$ cat config.mk
export PLATFORM = sky130hd
export DESIGN_NAME = selection_sort_descending_tagged_unit
export DESIGN_NICKNAME = d
export VERILOG_FILES = /design/src/rtl/ssdt_pkg.sv /design/src/rtl/ssdt_ram.sv /design/src/rtl/ssdt_ctrl.sv /design/src/rtl/selection_sort_descending_tagged_unit.sv
export SDC_FILE = /design/constraint.sdc
export NUM_CORES = 1
export LEC_CHECK = 0
export BUFFER_PORTS_ARGS = -buffer_cell sky130_fd_sc_hd__buf_2
export CAP_MARGIN = 10
export CORE_MARGIN = 10
export CORE_UTILIZATION = 60
export DETAILED_ROUTE_END_ITERATION = 7
export PLACE_DENSITY = 0.8
export REMOVE_ABC_BUFFERS = 1
export SYNTH_ARGS = -nofsm -noshare
export SYNTH_HDL_FRONTEND = slang
export SYNTH_SLANG_ARGS = --single-unit
$ cat constraint.sdc
create_clock -name clk -period 14.9 [get_ports clk]
set_input_delay 2.235 -clock clk [delete_from_list [all_inputs] [get_ports clk]]
set_output_delay 2.235 -clock clk [all_outputs]
set_load 0.01 [all_outputs]
$ cat src/rtl/ssdt_pkg.sv
// Shared constants and types for the descending tagged selection sorter.
`default_nettype none

package ssdt_pkg;

	// Storage geometry.
	localparam int MAX_ENTRIES = 8;
	localparam int IDX_W = $clog2(MAX_ENTRIES);
	localparam int CNT_W = $clog2(MAX_ENTRIES + 1);

	// Field widths.
	localparam int KEY_W = 32;
	localparam int TAG_W = 8;
	localparam int REC_W = KEY_W + TAG_W;

	// One stored record.
	typedef struct packed {
		logic signed [KEY_W-1:0] key;
		logic [TAG_W-1:0] tag;
	} rec_t;

	// Access request from the sequencer to the record memory.
	typedef struct packed {
		logic we;
		logic [IDX_W-1:0] waddr;
		rec_t wdata;
		logic [IDX_W-1:0] raddr;
	} ram_req_t;

	// Result marking that travels alongside the memory read data.
	typedef struct packed {
		logic valid;
		logic last;
	} res_ctl_t;

endpackage

`default_nettype wire

$ cat src/rtl/ssdt_ram.sv
// Generic single-write, single-read synchronous memory with registered read data.
`default_nettype none

module ssdt_ram #(
	parameter int DEPTH = 8,
	parameter int WIDTH = 40
) (
	input wire logic clk,
	input wire logic we,
	input wire logic [$clog2(DEPTH)-1:0] waddr,
	input wire logic [WIDTH-1:0] wdata,
	input wire logic [$clog2(DEPTH)-1:0] raddr,
	output logic [WIDTH-1:0] rdata
);

	logic [WIDTH-1:0] mem [DEPTH];
	logic [WIDTH-1:0] rdata_q;

	// Write port and registered read port; a read of the entry written in the
	// same cycle returns the old contents.
	always_ff @(posedge clk) begin
		if (we) begin
			mem[waddr] <= wdata;
		end
		rdata_q <= mem[raddr];
	end

	assign rdata = rdata_q;

endmodule

`default_nettype wire

$ cat src/rtl/ssdt_ctrl.sv
// Sequencer that loads, sorts in place and reads out the record memory.
`default_nettype none

module ssdt_ctrl (
	input wire logic clk,
	input wire logic arst_n,
	input wire logic start,
	input wire logic signed [ssdt_pkg::KEY_W-1:0] key_value,
	input wire logic [ssdt_pkg::TAG_W-1:0] tag_id,
	input wire logic last_item,
	input wire ssdt_pkg::rec_t rdata,
	output ssdt_pkg::ram_req_t ram_req,
	output ssdt_pkg::res_ctl_t res_ctl,
	output logic busy
);

	import ssdt_pkg::*;

	typedef enum logic [2:0] {
		ST_LOAD,
		ST_SCAN,
		ST_SWAP_A,
		ST_SWAP_B,
		ST_EMIT
	} state_t;

	state_t state_q;
	logic [CNT_W-1:0] cnt_q;
	logic [CNT_W-1:0] addr_q;
	logic [IDX_W-1:0] start_q;
	logic rd_vld_s1;
	logic [IDX_W-1:0] rd_idx_s1;
	logic emit_vld_q;
	logic emit_last_q;

	rec_t best_q;
	rec_t cur_q;
	logic [IDX_W-1:0] best_idx_q;

	logic take;
	logic room;
	logic [CNT_W-1:0] cnt_next;
	logic [IDX_W-1:0] last_idx;
	logic [CNT_W:0] next_start_end;
	logic scan_done;

	// Request acceptance and the count after storing it.
	assign take = start && (state_q == ST_LOAD);
	assign room = (cnt_q < CNT_W'(MAX_ENTRIES));
	assign cnt_next = room ? (cnt_q + CNT_W'(1)) : cnt_q;
	assign last_idx = IDX_W'(cnt_q - CNT_W'(1));
	// Sorting continues while the next start position plus one is below the count.
	assign next_start_end = (CNT_W+1)'(start_q) + (CNT_W+1)'(2);
	assign scan_done = rd_vld_s1 && (rd_idx_s1 == last_idx);

	// Memory request: loads in the load state, swap writes in the two swap states.
	always_comb begin
		ram_req.we = 1'b0;
		ram_req.waddr = cnt_q[IDX_W-1:0];
		ram_req.wdata = '{key: key_value, tag: tag_id};
		ram_req.raddr = addr_q[IDX_W-1:0];
		case (state_q)
			ST_LOAD: begin
				ram_req.we = take && room;
			end
			ST_SWAP_A: begin
				ram_req.we = 1'b1;
				ram_req.waddr = best_idx_q;
				ram_req.wdata = cur_q;
			end
			ST_SWAP_B: begin
				ram_req.we = 1'b1;
				ram_req.waddr = start_q;
				ram_req.wdata = best_q;
			end
			default: begin
				ram_req.we = 1'b0;
			end
		endcase
	end

	// State, counters and the registered result marking.
	always_ff @(posedge clk or negedge arst_n) begin
		if (!arst_n) begin
			state_q <= ST_LOAD;
			cnt_q <= '0;
			addr_q <= '0;
			start_q <= '0;
			rd_vld_s1 <= 1'b0;
			rd_idx_s1 <= '0;
			emit_vld_q <= 1'b0;
			emit_last_q <= 1'b0;
		end else begin
			rd_vld_s1 <= 1'b0;
			rd_idx_s1 <= addr_q[IDX_W-1:0];
			emit_vld_q <= 1'b0;
			emit_last_q <= 1'b0;
			case (state_q)
				ST_LOAD: begin
					if (take) begin
						cnt_q <= cnt_next;
						start_q <= '0;
						addr_q <= '0;
						if (last_item) begin
							state_q <= (cnt_next < CNT_W'(2)) ? ST_EMIT : ST_SCAN;
						end
					end
				end
				ST_SCAN: begin
					if (addr_q < cnt_q) begin
						rd_vld_s1 <= 1'b1;
						addr_q <= addr_q + CNT_W'(1);
					end
					if (scan_done) begin
						state_q <= ST_SWAP_A;
					end
				end
				ST_SWAP_A: begin
					state_q <= ST_SWAP_B;
				end
				ST_SWAP_B: begin
					start_q <= start_q + IDX_W'(1);
					if (next_start_end < (CNT_W+1)'(cnt_q)) begin
						addr_q <= CNT_W'(start_q) + CNT_W'(1);
						state_q <= ST_SCAN;
					end else begin
						addr_q <= '0;
						state_q <= ST_EMIT;
					end
				end
				ST_EMIT: begin
					emit_vld_q <= 1'b1;
					emit_last_q <= (addr_q[IDX_W-1:0] == last_idx);
					addr_q <= addr_q + CNT_W'(1);
					if (addr_q[IDX_W-1:0] == last_idx) begin
						cnt_q <= '0;
						state_q <= ST_LOAD;
					end
				end
				default: begin
					state_q <= ST_LOAD;
				end
			endcase
		end
	end

	// Running maximum of the current pass; the first read is the start record.
	always_ff @(posedge clk) begin
		if (state_q == ST_SCAN && rd_vld_s1) begin
			if (rd_idx_s1 == start_q) begin
				best_q <= rdata;
				cur_q <= rdata;
				best_idx_q <= rd_idx_s1;
			end else if (rdata.key > best_q.key) begin
				best_q <= rdata;
				best_idx_q <= rd_idx_s1;
			end
		end
	end

	assign res_ctl = '{valid: emit_vld_q, last: emit_last_q};
	assign busy = (state_q != ST_LOAD);

endmodule

`default_nettype wire

$ cat src/rtl/selection_sort_descending_tagged_unit.sv
// Top level of the descending tagged selection sorter.
//
// Usage: a request is taken at a rising edge where start is high and busy is
// low; it carries key_value (signed), tag_id and last_item. Each request
// stores one record in the record memory. A request
// arriving with the memory already full is dropped, but its last_item still
// closes the set. Once the set is closed, busy rises and the block sorts the
// records in place in descending key order by selection sort, then reads
// them out largest key first.
// Each result is shown for one cycle with result_valid high, on sorted_key
// and sorted_tag; end_of_run marks the final record of the set. Results
// cannot be held off by the receiver and leave back to back, one per cycle.
// Sort passes for a set of n records: each pass from start position s
// scans records s to n - 1 through the single read port, then makes two
// swap writes through the single write port, for s from 0 to n - 2;
// readout then reads the records in order, the last result appearing in
// the same cycle as busy falls.
// Reset clears the record count and returns the block to loading; the
// memory contents are not cleared.
`default_nettype none

module selection_sort_descending_tagged_unit (
	input wire logic clk,
	input wire logic arst_n,
	input wire logic start,
	output logic busy,
	input wire logic signed [ssdt_pkg::KEY_W-1:0] key_value,
	input wire logic [ssdt_pkg::TAG_W-1:0] tag_id,
	input wire logic last_item,
	output logic result_valid,
	output logic signed [ssdt_pkg::KEY_W-1:0] sorted_key,
	output logic [ssdt_pkg::TAG_W-1:0] sorted_tag,
	output logic end_of_run
);

	import ssdt_pkg::*;

	ram_req_t ram_req;
	res_ctl_t res_ctl;
	rec_t rdata;
	logic [REC_W-1:0] rdata_raw;

	// Sequencer.
	ssdt_ctrl u_ctrl (
		.clk(clk),
		.arst_n(arst_n),
		.start(start),
		.key_value(key_value),
		.tag_id(tag_id),
		.last_item(last_item),
		.rdata(rdata),
		.ram_req(ram_req),
		.res_ctl(res_ctl),
		.busy(busy)
	);

	// Record memory.
	ssdt_ram #(
		.DEPTH(MAX_ENTRIES),
		.WIDTH(REC_W)
	) u_ram (
		.clk(clk),
		.we(ram_req.we),
		.waddr(ram_req.waddr),
		.wdata(ram_req.wdata),
		.raddr(ram_req.raddr),
		.rdata(rdata_raw)
	);

	assign rdata = rdata_raw;

	// Result key and tag come straight from the registered read data.
	assign result_valid = res_ctl.valid;
	assign end_of_run = res_ctl.last;
	assign sorted_key = rdata.key;
	assign sorted_tag = rdata.tag;

	// A result is only produced by a readout issued while busy.
	a_res_after_busy: assert property (@(posedge clk) disable iff (!arst_n)
		result_valid |-> $past(busy))
		else $error("result without a preceding busy cycle");

	// The end marker only comes with a result.
	a_last_with_valid: assert property (@(posedge clk) disable iff (!arst_n)
		end_of_run |-> result_valid)
		else $error("end_of_run without result_valid");

	// A closing request always starts the sort or readout.
	a_close_busy: assert property (@(posedge clk) disable iff (!arst_n)
		(start && !busy && last_item) |=> busy)
		else $error("closing request did not raise busy");

	// Nothing is emitted in the cycle right after a closing request.
	a_no_early_result: assert property (@(posedge clk) disable iff (!arst_n)
		(start && !busy && last_item) |=> !result_valid)
		else $error("result before any readout");

endmodule

`default_nettype wire
======== After elaboration in Yosys (flattened, before gate mapping) ========
Memory sizes are Yosys's and may differ from the RTL's. A register that Yosys moved wholly into a read port is not among the register bits.
Cells that the tools add are included.
cells by class
  add/subtract/negate cells ............... 6
  magnitude comparators ................... 5
  eq/ne operators ......................... 12
  muxes and demuxes ....................... 29
  reductions and logical operators ........ 17
operators by type and width
  operator               number
  $pmux W43 S2           1
  $mux W40               2
  $gt A32 B32 Y1         1
  $mux W3                9
  $mux W4                6
  $pmux W4 S4            1
  $pmux W3 S5            1
  $eq A3 B3 Y1           3
  $add A4 B1 Y4 const B  2
  $lt A4 B4 Y1           2
  $ne A2 B1 Y1 const B   4
  $pmux W4 S2            1
  $eq A3 B2 Y1 const B   2
  $mux W1                6
  $pmux W3 S2            1
  $reduce_and A2 Y1      3
  $reduce_and A3 Y1      2
  $reduce_bool A2 Y1     3
  $add A3 B1 Y4 const B  1
  $add A3 B2 Y4 const B  1
  $logic_and A1 B1 Y1    4
  $lt A4 B2 Y1 const B   1
  $lt A4 B4 Y1 const B   1
  $reduce_and A4 Y1      1
  other kinds (10)       10
word-level totals
  flip-flop bits (word level) ............. 103
  memory bits (writable) .................. 320
  output and inout port bits .............. 43
  logic and storage cells ................. 83
  memories ................................ 1
memories
  memory     words  bits a word  rd ports  clocked after Yosys merged registers in  wr ports  RTL line        source
  u_ram.mem  8      40           1         1                                        1         ssdt_ram.sv:16  logic [WIDTH-1:0] mem [DEPTH];

======== Depth between registers and ports, before layout ========
Gate-level depths: netlist of run 1.
  depth in word-level cells ............... 7
  depth in mapped cells ................... 10
  gate-level depth less buffers ........... 8

======== By module ========
Synthesis of run 1 repeated with hierarchy kept, for this count alone.
second synthesis, totals
  cell total of the unflattened synthesis .. 1009
  area total of the unflattened synthesis .. 18780.5 um^2
by module, submodules not included
  module     instances  cells an instance  area each (um^2)
  ssdt_ram   1          515                13171.4
  ssdt_ctrl  1          494                5609.1

======== Worst setup path after synthesis of run 1 ========
No wires, ideal clock.
  path type ............................... register to register
  start ................................... register u_ctrl.state_q[2]
  end ..................................... register u_ctrl.best_idx_q[0] (enable)
  arrival time ............................ 6.117 ns
  slack ................................... 8.379 ns
  cell stages (with the launch flop) ...... 6
  path buffers ............................ 1
  path through ............................ dfrtp_1 > buf_2 > nor2_1 > nand3_1 > nor4_1 > a31o_1
on the way
  word-level cells in the longest chain between the ends .. 3
ends and longest elaborated chain
  element                             RTL line          source
  from (decl)                         ssdt_ctrl.sv:27   state_t state_q;
  from (signal assigned)              ssdt_ctrl.sv:105  state_q <= (cnt_next < CNT_W'(2)) ? ST_EMIT : ST_SCAN;
  $eq A3 B1 Y1                        ssdt_ctrl.sv:149  if (state_q == ST_SCAN && rd_vld_s1) begin
  $logic_and A1 B1 Y1                 ssdt_ctrl.sv:149
  $reduce_and A2 Y1 (no source line)  -
  to (signal assigned)                ssdt_ctrl.sv:153  best_idx_q <= rd_idx_s1;
  to (signal assigned)                ssdt_ctrl.sv:156  best_idx_q <= rd_idx_s1;
  to (decl)                           ssdt_ctrl.sv:38   logic [IDX_W-1:0] best_idx_q;
No other way between the ends.
A chain may end at the register's enable or synchronous reset.

======== Worst setup path in the final report of run 1 ========
  start ................................... register u_ctrl.state_q[0]
  end ..................................... output busy
on the way
  word-level cells in the longest chain between the ends .. 1
ends and longest elaborated chain
  element             RTL line                                     source
  $reduce_bool A3 Y1  ssdt_ctrl.sv:162                             assign busy = (state_q != ST_LOAD);
  to (decl)           selection_sort_descending_tagged_unit.sv:26  output logic busy,
No other way between the ends.

==> impl_metrics.csv, run 1 <==
group,metric,value,unit
clocking,clkSlewWorstSetupHoldPaths,0.07,ns
timing,skew,0.0150,ns
routing,drc,0,
power,power_density,230,nW/µm²
routing,drtAntennaViolNets,0,
power,vdd_drop_max,0.155,mV
final_layout,final_cell_area,20800,µm²
yosys,ys_seq_area_share,73.2,%
worst_setup_path,reg2reg_depth,9,
timing,tightest_slew,1.05,ns
placed_design,place_ws,10.29,ns
final_layout,layout_common_cells,"edfxtp_1 (403), buf_2 (86), mux4_2 (80), nand2_1 (66), o21ai_0 (47)",
routing,wl_per_cell,24.6,µm
worst_setup_path,path_class,"register to primary output",
worst_hold_path,whs_path_depth,0,
worst_setup_path,cp.arrival,2.04,ns
global_route,grt.total_usage,19.8,%
final_layout,area_delta_synth_final,13.5,%
status,status,"finished, final reports clean",
placed_design,placed_area,19300,µm²
timing,hold_viol,0,
routing,drt-total-wl,37700,µm
timing,max_slew_margin,29.2,%
worst_hold_path,hp-start,"u_ram.rdata[4]",
floorplan,die_width,195,µm
clocking,cts_buffers,45,
timing,setup_violations,0,
global_route,grt_max_degree,88,
worst_setup_path,crit_fanout,55,
timing,fin_crit_sh,28.7,%
floorplan,core.rowCount,63,
final_layout,final_common_cell,"edfxtp_1",
floorplan,dieArea,37900,µm²
global_route,grt_pass1_vias,9860,
timing,fmax,0.234,GHz
routing,viasPerCell,6.16,
worst_setup_path,required,12.66,ns
floorplan,die_h,195,µm
global_route,grt_pass1_wl,58700,µm
clocking,cts_resized,0,
global_route,antenna_found_initial,0,
global_route,grt_overflow,0,
timing,rsz0062_at_grt,"false",
yosys,syn_avg_cell_area,18.4,µm²
power,leakage,7.42,nW
final_layout,drive_gt1_share,27.7,%
timing,setup_ws,10.62,ns
worst_setup_path,start_kind,"register",
worst_setup_path,r2r_start,"u_ctrl.best_q[23]",
floorplan,start_util,61.3,%
final_layout,fin_nets,1193,
yosys,synthCells,996,
yosys,ys_ff_latch,463,
yosys,yosysUniqueCellTypes,56,
timing,tns,0,ns
timing,maxSlewViolCount,0,
routing,drt_iter0_drc,886,
floorplan,core,29900,µm²
clocking,cts_setup_buffers,0,
clocking,cts_sinks,463,
worst_setup_path,cpPeakStageDelay,0.73,ns
final_layout,ff_latch_area,13400,µm²
clocking,cts_tree,"yes",
worst_setup_path,cp_slowest_cell,"buf_4",
final_layout,fillers,1780,
yosys,async_flop_share,4.32,%
timing,period_minus_slack,4.28,ns
floorplan,ioPinCount,87,
yosys,ys_warn_count,0,
final_layout,diodes,0,
yosys,syn_area,18300,µm²
placed_design,port_buffers,86,
clocking,ctsHoldBuffers,0,
job,maxCapViolCount,0,
routing,vias,9430,
power,power,4.78,mW
worst_hold_path,min_path_type,"register to register",
worst_setup_path,cp_cell_sequence,"buf_4, nor2_2, nand2_1, buf_2",
placed_design,gp_congestion,0.864,
final_layout,multiInputGateArea,4660,µm²
clocking,clock_path_buffers,3,
worst_setup_path,startpoint,"u_ctrl.state_q[0]",
worst_setup_path,crit_path_end_kind,"primary output",
clocking,clk-insertion-delay-late,0.56,ns
clocking,htree_levels,2,
placed_design,dpl.hpwl,21200,µm
yosys,synthFlopType,"edfxtp_1",
routing,first_pass_iters,5,
yosys,synth_edf_count,403,
clocking,cts_root_buf,"clkbuf_16",
logic make-up after synthesis:
kind of cell | after synthesis | synth area share (%)
DFF | 463 | 73.2
muxes | 163 | 14.6
adders and majority gates | 44 | 3.01
xor gates and xnor gates | 13 | 0.622
and+or+nand+nor | 129 | 3.33
AOI/OAI and AO/OA | 103 | 3.42
buffers and inverters | 81 | 1.78
path summary, 6_finish.rpt:
check                                     end  slack (ns)
setup / recovery                         busy       10.62
hold / removal                u_ctrl.cur_q[4]        0.45
setup reg to reg             u_ctrl.best_q[5]       11.36
hold reg to reg               u_ctrl.cur_q[4]        0.45
max in group asynchronous    u_ctrl.addr_q[1]       12.90
min in group asynchronous  u_ctrl.emit_last_q        1.64
cell type report:
type,instances,share of cell area (%)
Clock buffer,58,5.80
Clock inverter,25,1.53
Inverter,41,0.740
Multi-Input combinational cell,452,22.4
Sequential cell,463,64.5
Tap cell,390,2.35
Timing Repair Buffer,102,2.65
synth_stat cells (6+ instances only):
cell type	count	share of area, %
nor2_1	25	0.51
dfxtp_1	40	4.4
buf_2	18	0.49
nand2_1	67	1.4
mux4_2	80	9.8
ha_1	44	3.0
a21oi_1	20	0.55
o21ai_0	47	1.3
mux2_2	40	2.5
edfxtp_1	403	66
nand3_1	9	0.25
a21o_1	6	0.25
xor2_1	8	0.38
clkbuf_1	17	0.35
mux2i_1	43	2.4
dfrtp_1	20	2.7
inv_1	39	0.80
sequential cells by signal, indices dropped and copies added, names as in the netlist, 3 cells and up:
register,cells
u_ctrl.addr_q,4
u_ctrl.best_idx_q,3
u_ctrl.best_q,40
u_ctrl.cnt_q,4
u_ctrl.cur_q,40
u_ctrl.rd_idx_s1,3
u_ctrl.start_q,3
u_ctrl.state_q,3
u_ram.mem,320
u_ram.rdata,40
layer usage:
layer	wire, µm	GRT usage [%]
met3	2350	3.65
met1	15700	26.5
met4	909	5.99
met2	18800	32.4
met5	0	0
per-stage QoR:
step	std cells	hold slack [ns]	utilization, %
CTS	1530	0.457	69.6
global route	1531	0.475	69.6
floorplan	956	0.484	-
global placement	1447	0.431	64.5
detailed placement	1447	0.438	64.5
finish	1531	0.454	69.6
power breakdown:
part	switching, mW	internal, mW	total (mW)
clock network	0.474	0.682	1.16
registers	0.204	1.96	2.16
logic	0.874	0.586	1.46
critical path: cells and delay by family, from the launching register on:
kind                   cells  cell delay [ns]
and+or+nand+nor            2             0.26
buffers and inverters      2             0.86
DFF                        1             0.34
(Power assumes the default switching activity.)
==> run 2, diff against run 1 <==
- ABC_AREA: not set -> 1
- CORE_UTILIZATION: 60 -> 55
- PLACE_DENSITY: 0.8 -> 0.77
- clock period: 14.9 -> 3.74 ns (I/O delays scaled with it)
==> run 2 against run 1 <==
Effect of this change: worst hold slack got worse by 0.018 ns; critical path type is now register to register; first-iteration DRC count increased by 64%; synthesized cell count increased by 50%; critical path depth increased by 7; die area increased by 9.1%; sequential power increased to 3.8 times the previous value; highest routed layer unchanged.
==> impl_metrics.csv, run 2 <==
group,metric,value,unit
final_layout,area_delta_synth_final,13.9,%
timing,setup_ws,0.812,ns
routing,wl_per_cell,20.8,µm
timing,period_minus_slack,2.93,ns
final_layout,layout_common_cells,"edfxtp_1 (403), nor2_1 (306), o21ai_0 (172), nand2_1 (162), buf_2 (86)",
power,sequentialPowerShare,44.2,%
worst_setup_path,crit_fanout,30,
worst_setup_path,cp.arrival,3.15,ns
global_route,grt.total_usage,20.4,%
power,power_density,874,nW/µm²
timing,maxSlewViolCount,0,
global_route,antenna_found_initial,0,
placed_design,dp_cells,1983,
worst_setup_path,path_class,"register to register",
placed_design,dpl.hpwl,24600,µm
final_layout,fillers,2460,
yosys,synthCells,1497,
final_layout,diodes,0,
placed_design,port_buffers,86,
final_layout,largest_reg_flops,320,
global_route,grt_pass1_vias,11966,
worst_setup_path,startpoint,"u_ctrl.state_q[2]",
power,vdd_drop_max,0.456,mV
status,status,"finished, final reports clean",
power,p_clk_share,25.0,%
power,p_switching,6.46,mW
job,maxCapViolCount,0,
yosys,synthMuxAreaShare,0,%
yosys,yosysMostFrequentCell,"edfxtp_1",
power,leakage,7.68,nW
worst_setup_path,required,3.96,ns
floorplan,die_h,203,µm
yosys,synth_top_family_by_area,"simple AND/OR/NAND/NOR gates",
floorplan,dieArea,41400,µm²
power,intPower,11.9,mW
clocking,cts_tree,"yes",
yosys,ys_ff_latch,463,
placed_design,place_ws,0.828,ns
timing,max_slew_margin,33.2,%
routing,first_pass_iters,6,
clocking,clkSlewWorstSetupHoldPaths,0.06,ns
floorplan,start_util,55.4,%
yosys,synth_fa_ha_area_share,2.98,%
yosys,synth-simple-area-share,11.0,%
clocking,clock_path_buffers,3,
yosys,synthFlopType,"edfxtp_1",
floorplan,core.rowCount,67,
timing,hold_viol,0,
routing,drc,0,
yosys,syn_area,18500,µm²
clocking,clk-insertion-delay-late,0.55,ns
final_layout,drive_gt1_share,13.1,%
yosys,synthTopCellsByArea,"edfxtp_1 (65%), nor2_1 (6.4%), o21ai_0 (4.7%), dfxtp_1 (4.3%), nand2_1 (3.3%)",
routing,drtAntennaViolNets,0,
yosys,synth_xor_area_share,0.379,%
clocking,cts_resized,0,
routing,drt-total-wl,43100,µm
worst_hold_path,min_path_type,"primary input to register",
power,swShare,35.1,%
timing,fmax,0.342,GHz
yosys,synth_compound_area_share,10.0,%
yosys,synth_edf_count,403,
final_layout,instances_no_fill,2068,
clocking,cts_buffers,46,
clocking,htree_levels,2,
yosys,async_flop_share,4.32,%
worst_setup_path,reg2reg_depth,11,
timing,fin_hold_ws,0.436,ns
clocking,cts_root_buf,"clkbuf_16",
power,comb_power_share,30.8,%
final_layout,top_register,"u_ram.mem",
timing,fin_crit_sh,78.3,%
clocking,cts_sinks,463,
worst_setup_path,r2r_start,"u_ctrl.state_q[2]",
final_layout,fin_nets,1672,
yosys,synthTopCellsByCount,"edfxtp_1 (403), nor2_1 (315), o21ai_0 (172)",
final_layout,final_util,63.1,%
yosys,yosysTopAreaCellShare,65.4,%
worst_hold_path,whs_path_depth,5,
global_route,grt_overflow,0,
routing,viasPerCell,5.79,
timing,setup_violations,0,
timing,tightest_slew,1.00,ns
timing,skew,0.0204,ns
floorplan,ioPinCount,87,
placed_design,gp_congestion,0.857,
final_layout,final_common_cell,"edfxtp_1",
yosys,yosysUniqueCellTypes,40,
floorplan,die_width,203,µm
global_route,grt_max_degree,105,
yosys,yosys.area.top_type,"edfxtp_1",
yosys,ys_warn_count,0,
power,power,18.4,mW
timing,rsz0062_at_grt,"false",
yosys,ys_seq_area_share,72.5,%
worst_hold_path,hp-start,"last_item",
yosys,syn_avg_cell_area,12.4,µm²
floorplan,core,33400,µm²
global_route,grt_pass1_wl,66400,µm
routing,vias,11968,
routing,drt_iter0_drc,1454,
worst_setup_path,crit_path_end_kind,"register",
worst_setup_path,start_kind,"register",
run 2: cell types whose count changed in the layout (fill, tap and decap cells not counted), sizes merged, moves of 6 or more:
cell	change
o22ai	+41
mux4	-80
nor2	+294
clkbuf	+9
inv	+27
nand2	+98
mux2i	-43
a31oi	+38
clkinv	-6
nand3	+16
o211ai	+30
o21ai	+128
buf	+9
mux2	-40
run 2: path summary, 6_finish.rpt:
| check | slack, ns | to |
|---|---|---|
| min in group asynchronous | 0.52 | u_ctrl.state_q[2] |
| hold reg to reg | 0.46 | u_ctrl.cur_q[0] |
| setup / recovery | 0.81 | u_ram.mem[2][24] |
| setup reg to reg | 0.81 | u_ram.mem[2][24] |
| max in group asynchronous | 2.84 | u_ctrl.addr_q[0] |
| hold / removal | 0.44 | u_ctrl.state_q[1] |
run 2: repair_timing:
action	4_1_cts	5_1_grt
buffers inserted	0	0
hold buffers	1	0
hold endpoints to repair	20	0
run 2: cells by family after synthesis:
logic type	after synthesis
AOI/OAI and AO/OA	324
DFF	463
adders and majority gates	44
and+or+nand+nor	515
buffers and inverters	143
xor gates and xnor gates	8
run 2: critical path, stage by stage, from the launching register on:
cell,delay [ns]
dfrtp_1,0.41
inv_2,0.12
nand2_4,0.24
nor2_2,0.16
buf_4,0.26
inv_2,0.09
nor2_1,0.13
nor3_1,0.08
inv_1,0.06
nand2_1,0.22
nor2_4,0.50
buf_12,0.31
run 2: power groups by stage:
| stage | Sequential [mW] | Clock, mW | Combinational (mW) |
|---|---|---|---|
| 2_1_floorplan | 8.34 | 0 | 3.17 |
| 4_1_cts | 8.12 | 4.66 | 5.68 |
| 3_3_place_gp | 8.15 | 0 | 5.44 |
| 6_report | 8.13 | 4.61 | 5.67 |
| 3_5_place_dp | 8.21 | 0 | 5.62 |
| 5_1_grt | 8.24 | 4.90 | 6.27 |
run 2: cell type report:
type	count	area, µm²	area share, %
inverters	71	274	1.30
clock inverters	16	224	1.06
clock buffers	68	1300	6.19
repair buffers	111	708	3.36
multi-input cells	891	4580	21.7
flip-flops and latches	463	13400	63.7
well taps	448	561	2.66
run 2: stage by stage:
step	setup TNS [ns]	instance area (µm²)
after floorplan	-142.00	18200
after global placement	0	19500
after detailed placement	0	19500
after CTS	0	21100
after global routing	0	21100
final	0	21100
run 2: per-layer routing:
| metal | routed length [µm] | global-route usage (%) |
|---|---|---|
| met1 | 17700 | 27.3 |
| met2 | 20800 | 33.0 |
| met3 | 3390 | 3.55 |
| met4 | 1210 | 7.62 |
| met5 | 0 | 0 |
==> run 3, diff against run 2 <==
- clock period: 3.74 -> 2.65 ns (I/O delays scaled with it)
==> run 3 against run 2 <==
Effect of this change: non-clock buffer count is 13 higher; sequential power is 41% higher; total power is 41% higher; routed wire length is 1.8% higher; utilization is 0.29 points higher; combinational power is 46% higher; highest routed layer unchanged.
==> impl_metrics.csv, run 3 (synthesis results as in run 2) <==
group,metric,value,unit
status,status,"finished, final reports clean",
routing,drt-total-wl,43800,µm
clocking,clk-insertion-delay-late,0.56,ns
routing,drtAntennaViolNets,0,
floorplan,die_width,203,µm
timing,maxSlewViolCount,0,
clocking,clkSlewWorstSetupHoldPaths,0.06,ns
floorplan,dieArea,41400,µm²
final_layout,layout_common_cells,"edfxtp_1 (403), nor2_1 (306), o21ai_0 (172), nand2_1 (162), buf_2 (86)",
routing,drc,0,
global_route,grt_pass1_wl,67900,µm
timing,fmax,0.396,GHz
routing,wl_per_cell,21.1,µm
routing,vias,12084,
timing,hold_viol,0,
clocking,clock_path_buffers,3,
worst_setup_path,cp.arrival,2.76,ns
worst_setup_path,start_kind,"register",
clocking,htree_levels,2,
final_layout,top_register,"u_ram.mem",
final_layout,final_common_cell,"edfxtp_1",
floorplan,die_h,203,µm
worst_setup_path,crit_path_end_kind,"register",
worst_setup_path,ff2ff_setup_slack,0.12,ns
final_layout,final_util,63.4,%
worst_hold_path,min_path_type,"primary input to register",
clocking,cts_sinks,463,
clocking,cts_tree,"yes",
final_layout,final_cell_area,21200,µm²
power,vdd_drop_max,0.679,mV
timing,fin_crit_sh,95.3,%
final_layout,area_delta_synth_final,14.4,%
placed_design,placed_area,19700,µm²
worst_setup_path,crit_fanout,10,
floorplan,core.rowCount,67,
timing,max_slew_margin,40.7,%
routing,viasPerCell,5.81,
global_route,grt.total_usage,20.9,%
final_layout,diodes,0,
global_route,antenna_found_initial,0,
global_route,grt_pass1_vias,11838,
worst_hold_path,whs_path_depth,4,
timing,tightest_slew,0.890,ns
clocking,cts_root_buf,"clkbuf_16",
worst_setup_path,required,2.89,ns
job,maxCapViolCount,0,
timing,period_minus_slack,2.53,ns
placed_design,port_buffers,86,
floorplan,ioPinCount,87,
power,power_density,1220,nW/µm²
floorplan,start_util,55.4,%
final_layout,fin_nets,1683,
final_layout,largest_reg_flops,320,
timing,skew,0.0343,ns
power,leakage,7.73,nW
placed_design,dpl.hpwl,25000,µm
global_route,grt_max_degree,165,
clocking,cts_setup_buffers,0,
timing,rsz0062_at_grt,"false",
global_route,grt_overflow,0,
routing,drt_iter0_drc,1490,
worst_setup_path,path_class,"register to register",
timing,tns,0,ns
timing,setup_violations,0,
placed_design,gp_congestion,0.888,
clocking,cts_buffers,44,
final_layout,drive_gt1_share,13.7,%
worst_setup_path,reg2reg_depth,12,
routing,first_pass_iters,6,
floorplan,core,33400,µm²
[run 3: changes by cell type in the layout (fill, tap and decap cells not counted), moves of 2 or more]
cell	previous run	this run
buf_12	7	14
inv_6	0	2
bufinv_16	5	2
clkinvlp_4	3	1
clkinv_2	3	7
buf_4	17	22
[run 3: final timing paths]
kind                                     end         startpoint
setup reg to reg            u_ctrl.best_q[4]  u_ctrl.best_q[35]
hold reg to reg              u_ctrl.cur_q[4]     u_ram.rdata[4]
setup / recovery            u_ctrl.best_q[4]  u_ctrl.best_q[35]
hold / removal             u_ctrl.start_q[1]              start
max in group asynchronous   u_ctrl.addr_q[0]             arst_n
min in group asynchronous  u_ctrl.emit_vld_q             arst_n
[run 3: worst max-delay path, cell delays in order, from the launching register on]
cell and delay [ns]:
edfxtp_1 0.37, inv_1 0.09, ha_1 0.25, a21oi_1 0.25
o21ai_0 0.19, nand2_1 0.10, nand2_1 0.08, a21oi_1 0.17
nand3_1 0.11, nand2_1 0.09, nand2_1 0.08, nand2_4 0.18
buf_4 0.24
[run 3: cell type report]
cell class	instances	area, µm²
Sequential cell	463	13400
Fill cell	2461	12200
Multi-Input combinational cell	891	4580
Clock buffer	65	1250
Timing Repair Buffer	124	911
Tap cell	448	561
Inverter	71	274
Clock inverter	17	165
[run 3: report_power, final]
group | internal (mW) | total (mW) | switching [mW] | leakage, nW
Sequential | 10.7 | 11.5 | 0.839 | 4.25
Clock | 3.49 | 6.10 | 2.62 | 0.692
Combinational | 2.49 | 8.28 | 5.79 | 2.79
[run 3: layer usage]
layer  vias to the layer above  part of all wire (%)  GRT usage, %  routed length, µm
li1                       5537                     -             -                  -
met1                      5835                    41          28.6              17900
met2                       645                    48          33.7              21100
met3                        67                   8.6          3.30               3760
met4                         0                   2.4          6.93               1050
met5                         -                     0             0                  0
[run 3: repair_timing]
| item | in CTS | in global routing |
|---|---|---|
| hold buffers | 1 | 0 |
| gates resized for setup | 0 | 1 |
| hold endpoints to repair | 20 | 0 |
| setup endpoints to repair | 0 | 37 |
[run 3: through the flow]
stage / cells / hold slack (ns) / setup slack [ns] / total power [mW]
2_1_floorplan: 1425 / 0.102 / -3.02 / 16.2
4_1_cts: 2078 / 0.296 / 0.132 / 25.8
5_1_grt: 2079 / 0.313 / 0.000250 / 27.3
3_5_place_dp: 1995 / 0.381 / 0.224 / 19.7
6_report: 2079 / 0.304 / 0.124 / 25.9
3_3_place_gp: 1995 / 0.376 / 0.306 / 19.3
